**src/rtl/csd_pkg.sv**
```systemverilog
package csd_pkg;

    localparam int unsigned BYTE_W    = 8;
    localparam int unsigned WORD_W    = 32;
    localparam int unsigned NUM_WORDS = 6;
    localparam int unsigned COUNT_W   = 9;
    localparam int unsigned LEN_W     = 5;

    // Bytes of a point payload that land in words; the next one is the relative byte.
    localparam logic [COUNT_W-1:0] POINT_WORD_BYTES = 9'd24;
    // Header bytes of the tool command: index, subcommand, length.
    localparam logic [COUNT_W-1:0] TOOL_HDR_BYTES   = 9'd3;

    localparam logic [BYTE_W-1:0] ID_QUEUE_POINT = 8'd129;
    localparam logic [BYTE_W-1:0] ID_TOOL        = 8'd136;
    localparam logic [BYTE_W-1:0] ID_POINT_DDA   = 8'd139;
    localparam logic [BYTE_W-1:0] ID_POINT_EXT   = 8'd140;
    localparam logic [BYTE_W-1:0] ID_POINT_NEW   = 8'd142;

    localparam logic STATUS_OK      = 1'b0;
    localparam logic STATUS_UNKNOWN = 1'b1;

    typedef enum logic [1:0] {
        PH_ID,
        PH_FIXED,
        PH_TOOLHDR,
        PH_TOOLPAY
    } phase_t;

    typedef enum logic [1:0] {
        KIND_UNKNOWN,
        KIND_FIXED,
        KIND_TOOL
    } kind_t;

    typedef struct packed {
        kind_t            kind;
        logic [LEN_W-1:0] len;
    } id_info_t;

    typedef struct packed {
        logic [BYTE_W-1:0]                  command_id;
        logic                               status;
        logic [COUNT_W-1:0]                 payload_count;
        logic [NUM_WORDS-1:0][WORD_W-1:0]   words;
        logic [BYTE_W-1:0]                  relative_flags;
    } result_t;

    // Payload length table for the known command ids.
    function automatic id_info_t classify(input logic [BYTE_W-1:0] id);
        id_info_t info;
        info.kind = KIND_FIXED;
        info.len  = '0;
        if (id <= 8'd22 || id == 8'd25 || id == 8'd112 || id == 8'd201 ||
            (id >= 8'd203 && id <= 8'd215)) begin
            info.kind = KIND_FIXED;
        end else begin
            unique case (id)
                8'd129:  info.len = 5'd16;
                8'd130:  info.len = 5'd12;
                8'd131:  info.len = 5'd7;
                8'd132:  info.len = 5'd7;
                8'd133:  info.len = 5'd4;
                8'd134:  info.len = 5'd1;
                8'd135:  info.len = 5'd5;
                8'd136:  info.kind = KIND_TOOL;
                8'd137:  info.len = 5'd1;
                8'd138:  info.len = 5'd2;
                8'd139:  info.len = 5'd24;
                8'd140:  info.len = 5'd20;
                8'd141:  info.len = 5'd5;
                8'd142:  info.len = 5'd25;
                8'd143:  info.len = 5'd1;
                8'd144:  info.len = 5'd1;
                default: info.kind = KIND_UNKNOWN;
            endcase
        end
        return info;
    endfunction

    function automatic logic is_point(input logic [BYTE_W-1:0] id);
        return id == ID_QUEUE_POINT || id == ID_POINT_DDA ||
               id == ID_POINT_EXT || id == ID_POINT_NEW;
    endfunction

endpackage

```
**src/rtl/csd_parser.sv**
```systemverilog
module csd_parser (
    input  logic                          aclk,
    input  logic                          aresetn,
    input  logic                          in_valid,
    input  logic [csd_pkg::BYTE_W-1:0]    in_byte,
    output logic                          res_valid,
    output csd_pkg::result_t              res
);

    csd_pkg::phase_t                                        phase_reg, phase_next;
    logic [csd_pkg::BYTE_W-1:0]                             id_reg, id_next;
    logic [csd_pkg::BYTE_W-1:0]                             remaining_reg, remaining_next;
    logic [csd_pkg::COUNT_W-1:0]                            taken_reg, taken_next;
    logic [csd_pkg::NUM_WORDS-1:0][csd_pkg::WORD_W-1:0]     words_reg, words_next;
    logic [csd_pkg::BYTE_W-1:0]                             rel_reg, rel_next;
    logic [csd_pkg::BYTE_W-1:0]                             sub_len_reg, sub_len_next;

    csd_pkg::id_info_t          info;
    logic                       emit;
    logic                       status;
    logic [csd_pkg::COUNT_W-1:0] pay_idx;

    always_ff @(posedge aclk) begin
        if (!aresetn) begin
            phase_reg     <= csd_pkg::PH_ID;
            remaining_reg <= '0;
            taken_reg     <= '0;
        end else begin
            phase_reg     <= phase_next;
            remaining_reg <= remaining_next;
            taken_reg     <= taken_next;
        end
    end

    always_ff @(posedge aclk) begin
        id_reg      <= id_next;
        words_reg   <= words_next;
        rel_reg     <= rel_next;
        sub_len_reg <= sub_len_next;
    end

    always_comb begin
        phase_next     = phase_reg;
        id_next        = id_reg;
        remaining_next = remaining_reg;
        taken_next     = taken_reg;
        words_next     = words_reg;
        rel_next       = rel_reg;
        sub_len_next   = sub_len_reg;
        emit           = 1'b0;
        status         = csd_pkg::STATUS_OK;
        info           = csd_pkg::classify(in_byte);
        pay_idx        = taken_reg - csd_pkg::TOOL_HDR_BYTES;

        if (in_valid) begin
            unique case (phase_reg)
                csd_pkg::PH_ID: begin
                    id_next      = in_byte;
                    taken_next   = '0;
                    words_next   = '0;
                    rel_next     = '0;
                    sub_len_next = '0;
                    unique case (info.kind)
                        csd_pkg::KIND_UNKNOWN: begin
                            emit   = 1'b1;
                            status = csd_pkg::STATUS_UNKNOWN;
                        end
                        csd_pkg::KIND_TOOL: begin
                            phase_next     = csd_pkg::PH_TOOLHDR;
                            remaining_next = 8'(csd_pkg::TOOL_HDR_BYTES);
                        end
                        default: begin
                            if (info.len == '0) begin
                                emit = 1'b1;
                            end else begin
                                phase_next     = csd_pkg::PH_FIXED;
                                remaining_next = 8'(info.len);
                            end
                        end
                    endcase
                end
                csd_pkg::PH_FIXED: begin
                    if (csd_pkg::is_point(id_reg)) begin
                        if (taken_reg < csd_pkg::POINT_WORD_BYTES) begin
                            for (int w = 0; w < csd_pkg::NUM_WORDS; w++) begin
                                if (taken_reg[4:2] == 3'(w)) begin
                                    words_next[w] = words_reg[w] |
                                        (32'(in_byte) << {taken_reg[1:0], 3'b000});
                                end
                            end
                        end else begin
                            rel_next = in_byte;
                        end
                    end
                    taken_next     = taken_reg + 9'd1;
                    remaining_next = remaining_reg - 8'd1;
                    emit           = (remaining_next == '0);
                end
                csd_pkg::PH_TOOLHDR: begin
                    if (taken_reg == 9'd0) begin
                        words_next[0] = 32'(in_byte);
                    end else if (taken_reg == 9'd1) begin
                        words_next[1] = 32'(in_byte);
                    end else begin
                        sub_len_next = in_byte;
                    end
                    taken_next = taken_reg + 9'd1;
                    if (taken_next >= csd_pkg::TOOL_HDR_BYTES) begin
                        if (sub_len_next == '0) begin
                            emit = 1'b1;
                        end else begin
                            phase_next     = csd_pkg::PH_TOOLPAY;
                            remaining_next = sub_len_next;
                        end
                    end
                end
                default: begin
                    // Only the first two payload bytes form the subcommand value.
                    if (pay_idx == 9'd0) begin
                        words_next[2] = 32'(in_byte);
                    end else if (pay_idx == 9'd1) begin
                        words_next[2] = words_reg[2] | (32'(in_byte) << 8);
                    end
                    taken_next     = taken_reg + 9'd1;
                    remaining_next = remaining_reg - 8'd1;
                    emit           = (remaining_next == '0);
                end
            endcase
        end

        if (emit) begin
            phase_next     = csd_pkg::PH_ID;
            remaining_next = '0;
        end

        res_valid          = emit;
        res.command_id     = id_next;
        res.status         = status;
        res.payload_count  = taken_next;
        res.words          = words_next;
        res.relative_flags = rel_next;
    end

`ifndef NO_ASSERTIONS
    a_idle_nothing_left: assert property (@(posedge aclk) disable iff (!aresetn)
        phase_reg == csd_pkg::PH_ID |-> remaining_reg == '0)
        else $error("bytes pending while waiting for a command id");

    a_fixed_pending: assert property (@(posedge aclk) disable iff (!aresetn)
        phase_reg == csd_pkg::PH_FIXED |-> remaining_reg != '0)
        else $error("fixed payload phase with nothing left to take");

    a_tool_header_bound: assert property (@(posedge aclk) disable iff (!aresetn)
        phase_reg == csd_pkg::PH_TOOLHDR |->
            (taken_reg < csd_pkg::TOOL_HDR_BYTES &&
             remaining_reg == 8'(csd_pkg::TOOL_HDR_BYTES)))
        else $error("tool header count out of step");

    a_tool_payload_sum: assert property (@(posedge aclk) disable iff (!aresetn)
        phase_reg == csd_pkg::PH_TOOLPAY |->
            10'(taken_reg) + 10'(remaining_reg) ==
            10'(sub_len_reg) + 10'(csd_pkg::TOOL_HDR_BYTES))
        else $error("tool payload count does not match its length byte");

    a_unknown_empty: assert property (@(posedge aclk) disable iff (!aresetn)
        res_valid && res.status == csd_pkg::STATUS_UNKNOWN |->
            res.payload_count == '0 && res.words == '0 && res.relative_flags == '0)
        else $error("unknown-id result carries payload data");
`endif

endmodule

```
**src/rtl/command_stream_deframer_top.sv**
```systemverilog
// Command stream deframer. Bytes of a printer command stream enter one per
// transaction on the s_ channel; the first byte of each command is its id and
// a fixed length table (or, for the tool command, its length byte) tells how
// many payload bytes follow. One result transaction leaves on the m_ channel
// per command: on the id byte itself for an unknown id (m_tuser high, the id
// in command_id and every other data field zero) or a zero-length command,
// otherwise on the last payload byte. Point and position commands are split
// into little-endian signed 32-bit words plus the relative-axes byte of the
// new-point command; the tool command yields index, subcommand and a 16-bit
// subcommand value taken from the first two payload bytes. Words a command
// does not fill read as zero. Every byte is parsed in the cycle it is taken,
// so the block accepts one byte per clock cycle unless held by backpressure,
// and a result appears on the m_ side in the cycle after its last byte. The
// single output register decides the rate under backpressure: a new byte is
// taken whenever that register is empty or is being emptied in the same cycle.
module command_stream_deframer_top (
    input  logic         aclk,
    input  logic         aresetn,

    input  logic         s_tvalid,
    output logic         s_tready,
    input  logic [7:0]   s_tdata,   // [7:0] data_byte

    output logic         m_tvalid,
    input  logic         m_tready,
    // [7:0] command_id, [16:8] payload_count, [48:17] word_zero,
    // [80:49] word_one, [112:81] word_two, [144:113] word_three,
    // [176:145] word_four, [208:177] word_five, [216:209] relative_flags,
    // [223:217] zero.
    output logic [223:0] m_tdata,
    output logic         m_tuser    // [0] status: 0 decoded, 1 unknown command id
);

    logic              s_accept;
    logic              res_valid;
    csd_pkg::result_t  res;
    logic              m_valid_reg, m_valid_next;
    csd_pkg::result_t  m_res_reg, m_res_next;

    // The output register can take a new result when it is empty or drains now.
    assign s_tready = !m_valid_reg || m_tready;
    assign s_accept = s_tvalid && s_tready;

    csd_parser u_parser (
        .aclk      (aclk),
        .aresetn   (aresetn),
        .in_valid  (s_accept),
        .in_byte   (s_tdata),
        .res_valid (res_valid),
        .res       (res)
    );

    always_comb begin
        m_valid_next = m_valid_reg;
        m_res_next   = m_res_reg;
        if (m_valid_reg && m_tready) begin
            m_valid_next = 1'b0;
        end
        if (res_valid) begin
            m_valid_next = 1'b1;
            m_res_next   = res;
        end
    end

    always_ff @(posedge aclk) begin
        if (!aresetn) begin
            m_valid_reg <= 1'b0;
        end else begin
            m_valid_reg <= m_valid_next;
        end
    end

    always_ff @(posedge aclk) begin
        m_res_reg <= m_res_next;
    end

    assign m_tvalid = m_valid_reg;
    assign m_tuser  = m_res_reg.status;
    assign m_tdata  = {7'b0,
                       m_res_reg.relative_flags,
                       m_res_reg.words[5],
                       m_res_reg.words[4],
                       m_res_reg.words[3],
                       m_res_reg.words[2],
                       m_res_reg.words[1],
                       m_res_reg.words[0],
                       m_res_reg.payload_count,
                       m_res_reg.command_id};

`ifndef NO_ASSERTIONS
    a_no_overwrite: assert property (@(posedge aclk) disable iff (!aresetn)
        res_valid |-> !m_valid_reg || m_tready)
        else $error("result produced while the output register is held");

    a_result_follows_byte: assert property (@(posedge aclk) disable iff (!aresetn)
        !s_accept |=> !(m_tvalid && !$past(m_tvalid)))
        else $error("result appeared without an accepted byte");

    a_zero_pad: assert property (@(posedge aclk) disable iff (!aresetn)
        m_tvalid |-> m_tdata[223:217] == '0)
        else $error("padding bits of the result are not zero");
`endif

endmodule
```
**config.mk**
```make
export PLATFORM = sky130hd
export DESIGN_NAME = command_stream_deframer_top
export DESIGN_NICKNAME = d
export VERILOG_FILES = /design/src/rtl/csd_pkg.sv /design/src/rtl/csd_parser.sv /design/src/rtl/command_stream_deframer_top.sv
export SDC_FILE = /design/constraint.sdc
export NUM_CORES = 1
export LEC_CHECK = 0
export BUFFER_PORTS_ARGS = -buffer_cell sky130_fd_sc_hd__buf_2
export CELL_PAD_IN_SITES_DETAIL_PLACEMENT = 0
export CELL_PAD_IN_SITES_GLOBAL_PLACEMENT = 1
export CORE_AREA = 2 2 199 201
export CTS_CLUSTER_DIAMETER = 80
export DETAILED_ROUTE_END_ITERATION = 16
export DIE_AREA = 0 0 201 203
export PLACE_DENSITY = 0.72
export SLEW_MARGIN = 40
export SYNTH_ARGS = -nofsm -noshare
export SYNTH_HDL_FRONTEND = slang
export SYNTH_HIERARCHICAL = 1
export SYNTH_SLANG_ARGS = --single-unit
```
**constraint.sdc**
```tcl
create_clock -name aclk -period 10.5 [get_ports aclk]
set_input_delay 3.15 -clock aclk [delete_from_list [all_inputs] [get_ports aclk]]
set_output_delay 3.15 -clock aclk [all_outputs]
set_load 0.05 [all_outputs]
```
---- Word-level counts from Yosys, hierarchy flattened ----
Index checks and enable logic that the tools add are counted.
storage, ports and cells
  bits in registers ....................... 454
  input port bits ......................... 12
  output and inout port bits .............. 227
  word-level logic and storage cells ...... 161
cells by class
  add/subtract/negate cells ............... 3
  $lt $le $gt $ge ......................... 5
  equality and inequality tests ........... 37
  shift-type cells ........................ 1
  muxes and demuxes ....................... 53
  bitwise gates (word level) .............. 8
  reduce and logical (&&, ||, !) cells .... 31
operator list
  cell                 number
  $mux 192             3
  $mux 32              11
  $or 32x32->32        6
  $pmux 64 s3          1
  $pmux 96 s2          1
  $eq 8x8->1 const B   21
  $mux 8               12
  $pmux 32 s3          1
  $pmux 8 s2           4
  $pmux 5 s10          1
  $or 32x16->32        1
  $shl 8x5->32         1
  $eq 9x1->1 const B   2
  $logic_not 9->1      2
  $mux 9               2
  $logic_not 8->1      2
  $reduce_or 15->1     1
  $pmux 2 s2           3
  $add 9x1->9 const B  1
  $ge 9x2->1 const B   1
  $lt 9x5->1 const B   1
  $sub 9x2->9 const B  1
  $eq 8x5->1 const B   1
  $eq 8x7->1 const B   1
  29 further kinds     57

---- Longest topological paths before layout ----
Gate-level depths: netlist of run 1.
  depth after elaboration ................. 12
  gate-level depth with buffers ........... 13
  gate-level depth less buffers ........... 10

---- Hierarchy ----
Netlist of run 1, hierarchy kept.
by module, submodules not included
  module                       times used  cells each  area an instance (um^2)
  csd_parser                   1           925         8962.3
  command_stream_deframer_top  1           231         6660.1

---- Worst setup path before layout of run 1 ----
OpenSTA, ideal clock, no wires.
  path type ............................... input-to-reg
  start ................................... input port s_tdata[1]
  end ..................................... register u_parser/remaining_reg[2] (netlist bit)
  setup time .............................. 120 ps
  arrival ................................. 10429 ps
  path slack .............................. -48 ps
  stages .................................. 9
  path through ............................ buf_1 -> xnor2_1 -> a21oi_1 -> or4_1 -> inv_1 -> o311a_1 -> nand2b_4 -> buf_6 -> nor3_2
on the way
  cells in the longest elaborated chain, start to end .. 12
RTL lines
  what                                             line                               source
  start, declared                                  command_stream_deframer_top.sv:22  input logic [7:0] s_tdata,
  $le 8x5->1 / $eq 8x5->1 (equally long branches)  csd_pkg.sv:54                      if (id <= 8'd22 || id == 8'd25 || id == 8'd112 || id == 8'd201 ||
  $logic_or 1x1->1 (4 in a row)                    csd_pkg.sv:54
  $mux 5                                           csd_pkg.sv:54
  $logic_not 5->1                                  csd_parser.sv:73                   if (info.len == '0) begin
  $mux 1                                           csd_parser.sv:73
  $pmux 1 s2                                       csd_parser.sv:63                   unique case (info.kind)
  $pmux 1 s2                                       csd_parser.sv:56                   unique case (phase_reg)
  $mux 1                                           csd_parser.sv:55                   if (in_valid) begin
  $reduce_or 2->1 (no source line)                 --
  end signal, assigned                             csd_parser.sv:30                   remaining_reg <= remaining_next;
  end, declared                                    csd_parser.sv:12                   logic [csd_pkg::BYTE_W-1:0] remaining_reg, remaining_next;
Several ways; a longest one is shown, not always the timed one. The select of a mux whose other input is x is not followed.
A chain may end at the register's enable or synchronous reset.

---- Worst setup path after layout of run 1 ----
  start ................................... input port m_tready
  end ..................................... output port s_tready
on the way
  cells in the longest elaborated chain, start to end .. 1
RTL lines
  what              line                               source
  start, declared   command_stream_deframer_top.sv:25  input logic m_tready,
  $logic_or 1x1->1  command_stream_deframer_top.sv:41  assign s_tready = !m_valid_reg || m_tready;
  end, declared     command_stream_deframer_top.sv:21  output logic s_tready,
Every way passes these cells.

==> results of run 1 <==
==> per-stage QoR <==
step / setup WS [ns] / area (um2) / hold slack [ns] / power (mW) / instances
2_1_floorplan: 2.646 / 15650 / 0.4390 / 2.262 / 1162
3_3_place_gp: 3.598 / 17150 / 0.4436 / 2.352 / 1822
3_5_place_dp: 3.749 / 17280 / 0.4559 / 2.357 / 1827
4_1_cts: 3.748 / 18860 / 0.4692 / 4.019 / 1913
5_1_grt: 3.723 / 18870 / 0.4839 / 4.108 / 1913
6_report: 3.752 / 18870 / 0.4643 / 3.990 / 1913
==> path summary, 6_finish.rpt <==
kind / from / to / slack, ns / depth (start not counted)
worst max-delay path: m_tready / s_tready / 3.75 / 3
worst max register to register: u_parser/taken_reg[5] / m_tdata[170] / 6.67 / 7
worst min register to register: u_parser/words_reg[40] / u_parser/words_reg[40] / 0.46 / 1
worst min-delay path: u_parser/words_reg[40] / u_parser/words_reg[40] / 0.46 / 1
==> where the power goes <==
| group | internal, mW | switching [mW] |
|---|---|---|
| clock network | 0.999 | 0.675 |
| logic | 0.0581 | 0.307 |
| registers | 1.92 | 0.0258 |
==> critical path: stages <==
cell	delay [ns]
buf_2	0.07
nand2b_4	0.12
buf_2	0.26
==> kinds of logic (layout without fill, tap and decap cells) <==
kind of cell	count (synthesis)	in the layout	share of synthesized area (%)
other cells	1	7	0.02400
compound gates	277	277	13.27
flops	454	454	72.66
mux	19	19	1.289
xor+xnor	11	11	0.6167
simple gates	269	269	8.289
buf+inv	117	350	3.212
fa+ha+maj	8	8	0.6407
==> cells in the final DEF, fill, tap and decap left out, drive strengths merged, types with 5 or more instances in the layout <==
master and n:
a211oi 5, a21oi 47, a22o 57, a31oi 71, a32o 49, and2 12, and3 7, buf 251
bufinv 5, clkbuf 63, clkinv 12, conb 7, dfxtp 228, edfxtp 226, ha 8, inv 16
mux2 9, mux2i 10, nand2 36, nand2b 9, nand3 14, nor2 138, nor2b 9, nor3 11
nor3b 6, nor4 6, o21ai 19, xnor2 9
==> cells in the mapped netlist, types with 3 or more instances <==
master,n
ha_1,8
a22o_1,57
edfxtp_1,226
o211ai_1,3
nand4_1,4
xnor2_1,9
and2_1,11
nor3_1,9
buf_2,4
and3_1,7
clkbuf_1,82
nand2_1,36
dfxtp_1,228
buf_6,3
nor3b_1,6
o21ai_0,16
nor2b_1,9
nand2b_1,7
a211oi_2,4
mux2_2,9
buf_1,5
a31oi_1,71
buf_4,9
nor4_1,5
a32o_1,49
a32oi_1,3
a221oi_1,3
nand3b_1,3
inv_1,13
a21o_1,3
a21oi_1,47
mux2i_1,10
nor2_1,138
nand3_1,14
==> layer usage <==
| metal | GRT usage, % | vias to the layer above | routed length (um) |
|---|---|---|---|
| met5 | 0 | - | 0 |
| met4 | 6.243 | 0 | 991 |
| met3 | 3.467 | 61 | 2514 |
| met2 | 31.14 | 354 | 18870 |
| met1 | 26.11 | 4989 | 17640 |
| li1 | - | 4708 | - |
==> final cells by class <==
class,count,area [um2],share of cell area [%]
well taps,518,648.1,3.435
clock inverters,23,266.5,1.412
multi-input cells,591,3859,20.45
repair buffers,251,1390,7.366
clock buffers,63,1306,6.922
inverters,13,48.80,0.2586
flip-flops and latches,454,11350,60.16
==> impl_metrics.ini, run 1 <==
[floorplanning]
fp.dieH_um = 203
num_rows = 72
start_util_pct = 40.61
io_pins = 239
die_area_mm2 = 0.04080
die_w_um = 201
fp.coreArea_mm2 = 0.03847

[power_and_ir_drop]
p_leak_nw = 7.276
ir_drop_v = 0.0001292
power_density_mw_per_mm2 = 211.4

[logic_synthesis]
synth_top_area_share_pct = 43.44
seq_area_frac_synth_pct = 72.66
synth_edf_count = 226
yosysWarningCount = 6
ys_ff_latch = 454
synthCells = 1156
synth.avg_cell_area_um2 = 13.51
synthTopCellsByArea = edfxtp_1 43%, dfxtp_1 29%, nor2_1 3.3%, a22o_1 3.2%, a32o_1 3.1%
ys_types = 67
synthFlopType = dfxtp_1
synthArstFlopShare_pct = 0
synth_area_mm2 = 0.01562
synth_area_leader_cell = edfxtp_1

[finish]
syn_to_final_growth_pct = 20.79
post_route_cells_drive_above_1_share_pct = 26.02
diodes = 0
fill_cells = 3335
largest_reg_flops = 217
finalNetCount = 1377
utilization_pct = 49.06

[clock_tree]
cts_max_path_buffers = 3
ctsHoldBuffers = 0
cts_resized = 0
cts_tree = yes
cts_inserted_buffers = 46
post-cts-setup-buffers = 0
cts.sinks = 454
insertion_delay_ns = 0.57
root_buffer = clkbuf_16
clk_pin_slew_ns = 0.06
htreeDepth = 2

[worst_setup_path]
arrival_ns = 3.60
end_kind = primary output
worstSetupStartpointType = input port
path_class = in2out
cp.required_ns = 7.35
crit_fanout = 3

[grt]
grt.total_usage_pct = 19.17
grt_pass1_vias = 9981
grt_max_degree = 83
grt-ovfl-total = 0
grt_pass1_wl_um = 59990
antenna_found_initial = 0

[route]
drtAntennaViolNets = 0
vias = 10112
vias_per_cell = 5.286
first_pass_iters = 5
routed_wl_um = 40010
drc_errors = 0
drt-initial-drc-count = 906
post_drt_wl_per_cell_um = 20.92

[place]
dp_hpwl_um = 24920
port_buffers = 231
place.gp.congestion = 0.7890

[timing]
rsz0062_at_grt = false
fin_crit_sh_pct = 64.26
fin_skew_ns = 0.02635
slew-limit-headroom_pct = 45.84
finalHoldViolCount = 0
tightest_slew_ns = 0.8124
fmax_mhz = 148.2
tns_ns = 0
drv_slew = 0
setup_viol = 0
final.min_clock_period_ns = 6.748

[job]
cap_violations = 0

[run_status]
outcome = completed

[min_path]
hold_class = reg2reg
No activity file was read; power rests on OpenSTA's default activity.
==> run 2: changes to the inputs <==
==> constraint.sdc (replaced) <==
create_clock -name aclk -period 5.7 [get_ports aclk]
set_input_delay 1.71 -clock aclk [delete_from_list [all_inputs] [get_ports aclk]]
set_output_delay 1.71 -clock aclk [all_outputs]
set_load 0.05 [all_outputs]
==> impl_metrics.ini, run 2 (synthesis gave the netlist of run 1 again) <==
[place]
dp_hpwl_um = 25640
port_buffers = 231
detailedPlace.worstSlack_ns = 1.053
place.gp.congestion = 0.7972
dp_cells = 1834
placed_cell_area_mm2 = 0.01735

[floorplanning]
fp.dieH_um = 203
start_util_pct = 40.61
io_pins = 239
die_w_um = 201
die_area_mm2 = 0.04080
fp.coreArea_mm2 = 0.03847
num_rows = 72

[finish]
layout_commonest_cell = buf_2
finalNetCount = 1385
diodes = 0
post_route_cells_drive_above_1_share_pct = 26.51
fin_area_mm2 = 0.01885
fin_cells = 1921
final_cell_mix = 231 x buf_2, 227 x dfxtp_1, 226 x edfxtp_1, 131 x nor2_1, 71 x a31oi_1
syn_to_final_growth_pct = 20.65
fill_cells = 3310
largest_reg_flops = 217

[route]
post_drt_wl_per_cell_um = 21.12
drt-initial-drc-count = 757
drtAntennaViolNets = 0
vias_per_cell = 5.314
routed_wl_um = 40570
first_pass_iters = 7
drc_errors = 0
vias = 10208

[worst_setup_path]
crit_fanout = 105
crit_end = m_tdata[150]
r2r_end = m_tdata[88]
cp.required_ns = 5.90
worstSetupStartpointType = input port
r2r_start = u_parser/id_reg[3]
end_kind = register
path_class = in2reg
startpoint = s_tdata[2]
reg2reg_depth = 8
r2r_slack_ns = 2.20
arrival_ns = 4.30

[clock_tree]
insertion_delay_ns = 0.59
clk_pin_slew_ns = 0.06
ctsHoldBuffers = 0
cts_resized = 0
post-cts-setup-buffers = 0
root_buffer = clkbuf_16
cts_inserted_buffers = 47
cts.sinks = 454
htreeDepth = 2
cts_tree = yes
cts_max_path_buffers = 3

[power_and_ir_drop]
ir_drop_v = 0.0002159
p_leak_nw = 7.267
power_mw = 7.221
power_density_mw_per_mm2 = 383.1

[grt]
grt.total_usage_pct = 19.46
antenna_found_initial = 0
grt-ovfl-total = 0
grt_pass1_vias = 9752
grt_pass1_wl_um = 60400
grt_max_degree = 106

[run_status]
outcome = completed

[timing]
rsz0062_at_grt = false
finalHoldViolCount = 0
fin_crit_sh_pct = 71.89
final.min_clock_period_ns = 4.098
fmax_mhz = 244.0
setup_viol = 0
slew-limit-headroom_pct = 48.09
tns_ns = 0
tightest_slew_ns = 0.7770
fin_skew_ns = 0.02969
setup_ws_ns = 1.602
drv_slew = 0

[min_path]
hold_class = reg2reg

[job]
cap_violations = 0
## run 2: changes by cell type in the layout (fill, tap and decap cells not counted), sizes merged
cell,delta
bufinv,-4
buf,+7
inv,+4
clkbuf,+1
clkinv,-1
clkinvlp,+1
## run 2: routing by layer
layer  global-route usage (%)  routed length, um
met1                    26.39              17920
met5                        0                  0
met2                    30.83              19010
met4                    7.249               1090
met3                    4.141               2562
## run 2: stage by stage
stage               util (%)  hold WS [ns]
floorplan                  -        0.4390
global placement       44.82        0.4448
detailed placement     45.10        0.4533
CTS                    48.98        0.4687
global route           49.00        0.4816
finish                 49.00        0.4649
## run 2: where the power goes
group / switching (mW) / internal (mW) / leakage, nW
clock: 1.27 / 1.67 / 0.724
sequential: 0.0464 / 3.54 / 4.07
combinational: 0.577 / 0.114 / 2.47
## run 2: worst max-delay path, stage by stage
cell and delay [ns]:
buf_2 0.46, nor2b_1 0.19, a32oi_1 0.18, o21ai_0 0.14, or4_1 0.60, inv_1 0.10, o311a_4 0.33, buf_12 0.48
## run 2: how the worst min path moves through the flow
stage,depth (start not counted),startpoint,slack (ns),to
2_1_floorplan,2,u_parser/words_reg[7],0.44,u_parser/words_reg[7]
3_3_place_gp,1,u_parser/words_reg[57],0.44,u_parser/words_reg[57]
3_5_place_dp,1,u_parser/words_reg[18],0.45,u_parser/words_reg[18]
4_1_cts,1,u_parser/words_reg[40],0.47,u_parser/words_reg[40]
5_1_grt,1,u_parser/words_reg[29],0.48,u_parser/words_reg[29]
6_report,1,u_parser/words_reg[27],0.46,u_parser/words_reg[27]
## run 2: area by class of cell
class / instances / area (um2) / share of cell area [%]
Clock buffer: 64 / 1301 / 6.903
Clock inverter: 23 / 188.9 / 1.002
Inverter: 13 / 48.80 / 0.2589
Multi-Input combinational cell: 591 / 3861 / 20.48
Sequential cell: 454 / 11350 / 60.23
Tap cell: 518 / 648.1 / 3.438
Timing Repair Buffer: 258 / 1449 / 7.687
==> run 3: changes to the inputs <==
--- a/config.mk
+++ b/config.mk
@@ -8,11 +8,11 @@
 export BUFFER_PORTS_ARGS = -buffer_cell sky130_fd_sc_hd__buf_2
 export CELL_PAD_IN_SITES_DETAIL_PLACEMENT = 0
 export CELL_PAD_IN_SITES_GLOBAL_PLACEMENT = 1
-export CORE_AREA = 2 2 199 201
+export CORE_AREA = 2 2 188 190
 export CTS_CLUSTER_DIAMETER = 80
 export DETAILED_ROUTE_END_ITERATION = 16
-export DIE_AREA = 0 0 201 203
-export PLACE_DENSITY = 0.72
+export DIE_AREA = 0 0 190 192
+export PLACE_DENSITY = 0.76
 export SLEW_MARGIN = 40
 export SYNTH_ARGS = -nofsm -noshare
 export SYNTH_HDL_FRONTEND = slang
==> constraint.sdc (replaced) <==
create_clock -name aclk -period 4.3 [get_ports aclk]
set_input_delay 1.29 -clock aclk [delete_from_list [all_inputs] [get_ports aclk]]
set_output_delay 1.29 -clock aclk [all_outputs]
set_load 0.05 [all_outputs]
==> impl_metrics.ini, run 3 (synthesis gave the netlist of run 1 again) <==
[run_status]
outcome = completed

[finish]
post_route_cells_drive_above_1_share_pct = 26.47
syn_to_final_growth_pct = 20.77
utilization_pct = 55.02
fin_cells = 1864
finalNetCount = 1394
final_cell_mix = 231 x buf_2, 228 x dfxtp_1, 226 x edfxtp_1, 134 x nor2_1, 71 x a31oi_1
largest_reg_flops = 217
diodes = 0
layout_commonest_cell = buf_2

[power_and_ir_drop]
ir_drop_v = 0.0003114
p_sw_mw = 2.426
pwr-share-clk_pct = 40.8
p_leak_nw = 7.328
switching_share_pct = 25.27
pwr-share-comb_pct = 9.6
internal_power_mw = 7.173
power_density_mw_per_mm2 = 508.8
p_seq_share_pct = 49.6

[grt]
grt_busiest_layer = met2
met2_usage_pct = 33.87
antenna_found_initial = 0
grt_pass1_wl_um = 58170
grt-ovfl-total = 0
grt_util_met3_pct = 3.837
grt_pass1_vias = 9725
grt_max_degree = 66
use_met1_pct = 28.73
grt.total_usage_pct = 20.74

[timing]
setup_viol = 0
fin_crit_sh_pct = 78.32
rsz0062_at_grt = false
fin_skew_ns = 0.02446
drv_slew = 0
fin_hold_ws_ns = 0.4695
tightest_slew_ns = 0.8851
finalHoldViolCount = 0
final.min_clock_period_ns = 3.368
tns_ns = 0
fmax_mhz = 296.9
slew-limit-headroom_pct = 40.77

[job]
cap_violations = 0

[clock_tree]
root_buffer = clkbuf_16
cts_resized = 0
cts_max_path_buffers = 3
htreeDepth = 2
post-cts-setup-buffers = 0
cts_inserted_buffers = 45
cts_tree = yes
insertion_delay_ns = 0.54
ctsHoldBuffers = 0
clk_pin_slew_ns = 0.06
cts.sinks = 454

[worst_setup_path]
path_class = reg2reg
slowest_stage = dfxtp_1
path_cells = ha_1, a21boi_0, a21oi_1, o32ai_1, nand4_1, o21ba_1, o311a_4, buf_12, nand2b_4, a211oi_2
arrival_ns = 3.82
crit_fanout = 33
max_stage_delay_ns = 0.62
startpoint = u_parser/taken_reg[0]
r2r_start = u_parser/taken_reg[0]
r2r_end = u_parser/remaining_reg[4]
end_kind = register
worstSetupStartpointType = register
worst-path-buf-inv = 1
reg2reg_depth = 10
cp_top_family = compound AO/OA/AOI/OAI gates
r2r_slack_ns = 0.93
cp.required_ns = 4.75

[route]
drtAntennaViolNets = 0
post_drt_wl_per_cell_um = 20.84
drc_errors = 0
drt-initial-drc-count = 819
first_pass_iters = 5
vias = 10136
routed_wl_um = 38850
vias_per_cell = 5.438

[place]
dp_cells = 1782
dp_hpwl_um = 24850
port_buffers = 231
place.gp.congestion = 0.8386

[floorplanning]
die_w_um = 190
start_util_pct = 45.56
io_pins = 239
fp.dieH_um = 192
num_rows = 68
fp.coreArea_mm2 = 0.03429
die_area_mm2 = 0.03648

[min_path]
min_from = u_parser/words_reg[48]
hold_depth = 1
hold_end = u_parser/words_reg[48]
hold_class = reg2reg
run 3: changes by cell type in the layout (fill, tap and decap cells not counted), sizes merged:
cell	previous run	this run
bufinv	1	5
clkbuf	64	56
inv	20	17
buf	258	269
clkinv	11	15
clkinvlp	4	2
run 3: power by group through the flow:
stage	combinational [mW]	sequential [mW]	clock (mW)
2_1_floorplan	0.203	5.32	0
3_3_place_gp	0.924	4.85	0
3_5_place_dp	0.929	4.85	0
4_1_cts	0.930	4.76	3.98
5_1_grt	0.961	4.77	4.15
6_report	0.924	4.76	3.92
run 3: how the worst max path moves through the flow:
stage / to / depth (start not counted) / slack (ns)
after floorplan: u_parser/remaining_reg[3] / 9 / -0.22
after global placement: m_tdata[100] / 9 / 0.54
after detailed placement: m_tdata[100] / 9 / 0.49
after CTS: m_tdata[82] / 8 / 0.90
after global routing: u_parser/remaining_reg[4] / 10 / 0.63
final: u_parser/remaining_reg[4] / 10 / 0.93
run 3: per-layer routing:
metal,share of wire (%),up-vias
li1,-,4730
met1,44,4963
met2,48,380
met3,6.9,63
met4,2.0,0
met5,0,-
run 3: layout make-up:
| cell class | instances | area [um2] |
|---|---|---|
| repair buffers | 269 | 1541 |
| well taps | 455 | 569.3 |
| inverters | 13 | 48.80 |
| clock buffers | 56 | 1209 |
| clock inverters | 26 | 284.0 |
| fillers | 2828 | 15420 |
| flip-flops and latches | 454 | 11350 |
| multi-input cells | 591 | 3864 |
run 3: per-stage QoR:
step                      power [mW]  area (um2)  setup slack (ns)
after global routing           9.882       18870            0.6316
after global placement         5.779       17370            0.5388
after detailed placement       5.781       17370            0.4886
after floorplan                5.519       15680           -0.2159
after CTS                      9.674       18870            0.9046
final                          9.599       18870            0.9322
run 3: worst register-to-register path: stages, from the launching register on:
cell and delay [ns]:
dfxtp_1 0.62, ha_1 0.42, a21boi_0 0.40, a21oi_1 0.12, o32ai_1 0.22, nand4_1 0.17, o21ba_1 0.23, o311a_4 0.48
buf_12 0.23, nand2b_4 0.23, a211oi_2 0.16
